File: src/hdl/segment_sphere_hit_test_unit_macros.svh
// Assertion macros used by the segment and sphere hit test top level.
`ifndef SEGMENT_SPHERE_HIT_TEST_UNIT_MACROS_SVH
`define SEGMENT_SPHERE_HIT_TEST_UNIT_MACROS_SVH

// The consequent must hold in the same cycle as the antecedent.
`define SSHT_ASSERT_NOW(lbl, clk, rst, ante, cons, msg) \
  lbl: assert property (@(posedge clk) disable iff (rst) (ante) |-> (cons)) \
    else $error(msg);

// The consequent must hold in the cycle after the antecedent.
`define SSHT_ASSERT_NEXT(lbl, clk, rst, ante, cons, msg) \
  lbl: assert property (@(posedge clk) disable iff (rst) (ante) |=> (cons)) \
    else $error(msg);

`endif

File: src/hdl/ssht_pkg.sv
// Shared constants and types for the segment and sphere hit test.
`default_nettype none

package ssht_pkg;

  // Default coordinate width: signed Q8.8.
  localparam int COORD_BITS = 16;

  // Stage enables handed to the split multiplier.
  typedef struct packed {
    logic pp_en;
    logic sum_en;
  } mul_ctl_t;

endpackage

`default_nettype wire

File: src/hdl/ssht_split_mul.sv
// Two-stage signed multiplier built from half-width partial products.
`default_nettype none

module ssht_split_mul #(
  parameter int W = 36
) (
  input  wire logic               clk,
  input  wire ssht_pkg::mul_ctl_t ctl,
  input  wire logic signed [W-1:0] x,
  input  wire logic signed [W-1:0] y,
  output logic signed [2*W-1:0]    prod
);

  localparam int L = W / 2;
  localparam int H = W - L;

  // Operands split into a signed upper half and an unsigned lower half.
  logic signed [H-1:0] xh;
  logic signed [H-1:0] yh;
  logic signed [L:0]   xl;
  logic signed [L:0]   yl;

  assign xh = x[W-1:L];
  assign yh = y[W-1:L];
  assign xl = $signed({1'b0, x[L-1:0]});
  assign yl = $signed({1'b0, y[L-1:0]});

  // Partial products, one register stage.
  logic signed [2*H-1:0]   p_hh;
  logic signed [H+L:0]     p_hl;
  logic signed [H+L:0]     p_lh;
  logic signed [2*L+1:0]   p_ll;

  always_ff @(posedge clk) begin
    if (ctl.pp_en) begin
      p_hh <= xh * yh;
      p_hl <= xh * yl;
      p_lh <= yh * xl;
      p_ll <= xl * yl;
    end
  end

  // Shifted partial products are summed into the full product.
  always_ff @(posedge clk) begin
    if (ctl.sum_en) begin
      prod <= ((2*W)'(p_hh) <<< (2*L))
            + (((2*W)'(p_hl) + (2*W)'(p_lh)) <<< L)
            + (2*W)'(p_ll);
    end
  end

endmodule

`default_nettype wire

File: config.mk
export PLATFORM = sky130hd
export DESIGN_NAME = ssht_split_mul
export DESIGN_NICKNAME = d
export VERILOG_FILES = /design/src/hdl/segment_sphere_hit_test_unit_macros.svh /design/src/hdl/ssht_pkg.sv /design/src/hdl/ssht_split_mul.sv
export SDC_FILE = /design/constraint.sdc
export NUM_CORES = 2
export LEC_CHECK = 0
export ABC_CLOCK_PERIOD_IN_PS = 11100
export BUFFER_PORTS_ARGS = -buffer_cell sky130_fd_sc_hd__buf_2
export CORE_MARGIN = 2
export CORE_UTILIZATION = 45
export DETAILED_ROUTE_END_ITERATION = 6
export PLACE_DENSITY = 0.64
export SETUP_SLACK_MARGIN = 0.2
export SLEW_MARGIN = 10
export SYNTH_ARGS = -nofsm -noshare
export SYNTH_HDL_FRONTEND = slang
export SYNTH_SLANG_ARGS = --single-unit
File: constraint.sdc
create_clock -name clk -period 11.1 [get_ports clk]
set_input_delay 1.11 -clock clk [delete_from_list [all_inputs] [get_ports clk]]
set_output_delay 1.11 -clock clk [all_outputs]
set_load 0.02 [all_outputs]
Yosys cells after proc, flatten, opt, wreduce, memory -nomap -nowiden
Cells that the tools add are included.

Bits of input ports: 75. Flip-flop bits (word level): 218. Logic and storage cells: 12. Output and inout port bits: 72.

$add $sub $neg: 3. Multiply operators: 4.

Operators with widths (count): multiplier 18 x 19 -> 37 bit (2); adder 72 x 37 -> 72 bit (1); adder 72 x 56 -> 72 bit (1); multiplier 18 x 18 -> 36 bit (2); adder 37 x 37 -> 38 bit (1).

Logic depth before layout (Yosys ltp)
Word-level depth: 3. Gate-level depth with buffers: 26.

Worst setup path before layout
No wires, ideal clock.

Kind: in2reg. Start point: input x[7]. End point: register p_ll[34], data pin. Setup slack: 3.924 ns. Data required time: 10.837 ns. Arrival: 6.914 ns. Cell stages on the path: 23. Library setup time: 0.263 ns. Cells stage by stage: clkbuf_1 clkbuf_1 nand2_1 fa_1 inv_1 fa_1 inv_1 fa_1 inv_1 fa_1 fa_1 inv_1 fa_1 inv_1 ha_1 a21o_1 a21oi_1 o21ai_1 o41a_1 o41ai_4 a31oi_1 a311oi_1 xnor2_1.

Longest elaborated chain between the ends: 1.

Ends and longest elaborated chain: start: declaration (RTL line ssht_split_mul.sv:9) `input wire logic signed [W-1:0] x,`; multiplier 18 x 18 -> 36 bit (RTL line ssht_split_mul.sv:39) `p_ll <= xl * yl;`; end signal: assignment (RTL line ssht_split_mul.sv:39); end: declaration (RTL line ssht_split_mul.sv:32) `logic signed [2*L+1:0] p_ll;`.

Every way passes these cells. A chain may end at the register's enable or synchronous reset.

Final worst setup path
Start point: input x[6]. End point: register p_ll[33], data pin.

The elaborated chain is that of the path after synthesis.

==> reports/summary.txt <==
ys flop type: edfxtp_1
Sink Count: 218
net count after synthesis: 7632
synth cell count leaders: inv_1, fa_1, nand2_1, and2_1, ha_1
fin nets: 7560
Post-synth EDFFs: 218
Final HPWL DP: 109000 um
H-tree Lvls: 1
postcts setup bufs: 0
reg2reg start: p_hl[25]
final slew viol count: 0
worst relative slew slack: 0.285
post-CTS sizing: 0
Worst Hold Class: reg2reg
RSZ-0062 raised after global routing: false
routed vias/inst: 5.27
Crit path max-delay family: adder cells
CP Data Required Time: 11.49 ns
via count: 39400
Rows: 128
Ports: 147
worst-path cell chain: buf_2 > nand2_1 > fa_1 > inv_1 > fa_1 > inv_1 > fa_1 > inv_1 > fa_1 > fa_1 > inv_1 > fa_1 > inv_1 > ha_1 > a21o_1 > a21oi_1 > o21ai_1 > a221oi_2 > a21oi_2 > o41ai_4 > o311ai_1 > a31o_1 > a21oi_2 > xnor2_1
top-area cell type share of the netlist area: 0.397
crit path kind: in2reg
largest net degree at the start of global routing: 90
slowest CP cell: buf_2
CTS Buf Count: 29
final setup TNS: 0 ns
1st-iter DRT viols: 2556
worst slew pin tran: 1.07 ns
Core Util, Final: 0.477
Critical Path Most Common Cell: fa_1
sum of buffers and inverters on the critical path: 6
die height: 355 um
drt pass-1 iters: 5
setup ws final: 3.59 ns
first-pass GRT wire length: 231000 um
Yosys top cell by area: fa_1
core area: 122000 um2
MaxCap Viol Count: 0
vias in the first global route: 42300
CP endpoint kind: register
CTS clk-pin slew, worst paths: 0.06 ns
share of layout cells above drive strength 1: 0.0407
pre-CTS WS: 3.05 ns
Peak Freq: 0.133 GHz
Die Wd: 355 um
Tmin final: 7.51 ns
Worst Path Arrival: 7.90 ns
clk_skew: 0.0210 ns
Avg WL per Cell: 18.8 um
final setup vio count: 0
Yosys reg bits: 218
Clock Path Buffers: 3
I/O Buffers: 146
total die area: 126000 um2
Post-Syn Instances: 5899
GP Congestion: 0.861
Setup crit start kind: input pin
synth top area cells: fa_1, ha_1, edfxtp_1, inv_1, and2_1
Fin. Hold Viols: 0
Initial Util: 0.454
YS warnings: 0
routed wire length: 140000 um
grt total ovfl: 0
residual DRC count: 0
cell with the most instances after synthesis: inv_1
Hold Crit Start: p_ll[1]
Clk Tree Root Cell: clkbuf_16
Hold-fix buffers, CTS: 0
clk_lat worst skew: 0.64 ns
antenna-violating nets left: 0
Async SR Flop Fraction: 0
GRT Total Usage: 0.232
Final Cycle Share: 0.676
Distinct cells, synth: 71
crit path from: x[6]
Area growth syn-to-layout: 5.13%
number of antenna violations at the first check in global routing: 14
Worst Path Max Fanout: 36
Mapped Area: 55400 um2
Fill cells: 11600
slowest stage delay, CP: 0.73 ns
share of the yosys chip area belonging to registers: 0.118
status: completed
CTS tree: built
Syn Area/Cell: 9.39 um2
per-stage QoR:
step / hold WS (ns) / cells / area (um2)
floorplan: 0.400 / 5899 / 55400
CTS: 0.413 / 7473 / 58200
finish: 0.413 / 7478 / 58200
detailed placement: 0.405 / 7421 / 57300
global route: 0.417 / 7476 / 58200
global placement: 0.403 / 7421 / 57300
final timing paths:
| path | end | slack (ns) | cells after the start |
|---|---|---|---|
| worst max register to register | prod[70] | 4.65 | 20 |
| worst min-delay path | prod[1] | 0.41 | 0 |
| worst min register to register | prod[1] | 0.41 | 0 |
| worst max-delay path | p_ll[33] | 3.59 | 24 |
state kept, by name, indices dropped and copies added (netlist names):
register,cells
prod,72
p_hl,37
p_lh,37
p_hh,36
p_ll,36
layout by cell type (no fill, tap or decap), drive strengths merged, types with 8 or more instances in the layout:
cell | netlist | routed
a211oi | 19 | 19
a21o | 104 | 104
a21oi | 167 | 167
a31oi | 21 | 21
and2 | 644 | 644
and3 | 15 | 15
buf | 1 | 173
clkbuf | 275 | 36
clkinv | 0 | 10
edfxtp | 218 | 218
fa | 1099 | 1099
ha | 559 | 559
inv | 1307 | 1309
nand2 | 692 | 692
nand2b | 45 | 45
nand3 | 38 | 38
nand4 | 22 | 22
nor2 | 125 | 125
nor2b | 24 | 24
nor3 | 31 | 31
o211ai | 11 | 11
o21a | 31 | 31
o21ai | 94 | 94
o21bai | 37 | 37
o311ai | 8 | 8
o31ai | 9 | 9
xnor2 | 150 | 150
xor2 | 53 | 53
cell type report:
cell class | instances | area (um2) | area share
Inverter | 1307 | 4910 | 0.0842
Antenna cell | 5 | 12.5 | 0.000215
Tap cell | 1625 | 2030 | 0.0349
Clock buffer | 36 | 752 | 0.0129
Sequential cell | 218 | 6550 | 0.112
Multi-Input combinational cell | 4098 | 42900 | 0.737
Clock inverter | 16 | 131 | 0.00226
Timing Repair Buffer | 173 | 942 | 0.0162
metal layers:
layer | part of all wire | up-vias | track usage
li1 | - | 17800 | -
met1 | 0.45 | 20400 | 0.324
met2 | 0.47 | 1091 | 0.388
met3 | 0.061 | 147 | 0.0303
met4 | 0.019 | 8 | 0.0467
met5 | 0.00040 | - | 0
logic make-up (layout without fill, tap and decap cells):
family	count (synthesis)	count (layout)	synth area share
muxes	3	3	0.000542
AOI/OAI and AO/OA	571	571	0.0687
xor gates and xnor gates	203	203	0.0321
other	0	5	0
DFF	218	218	0.118
and+or+nand+nor	1663	1663	0.150
adders and majority gates	1658	1658	0.523
buffers and inverters	1583	1532	0.107
Power is not shown: default switching activity piles up to over one toggle a cycle in this logic, so the estimate is an artifact.
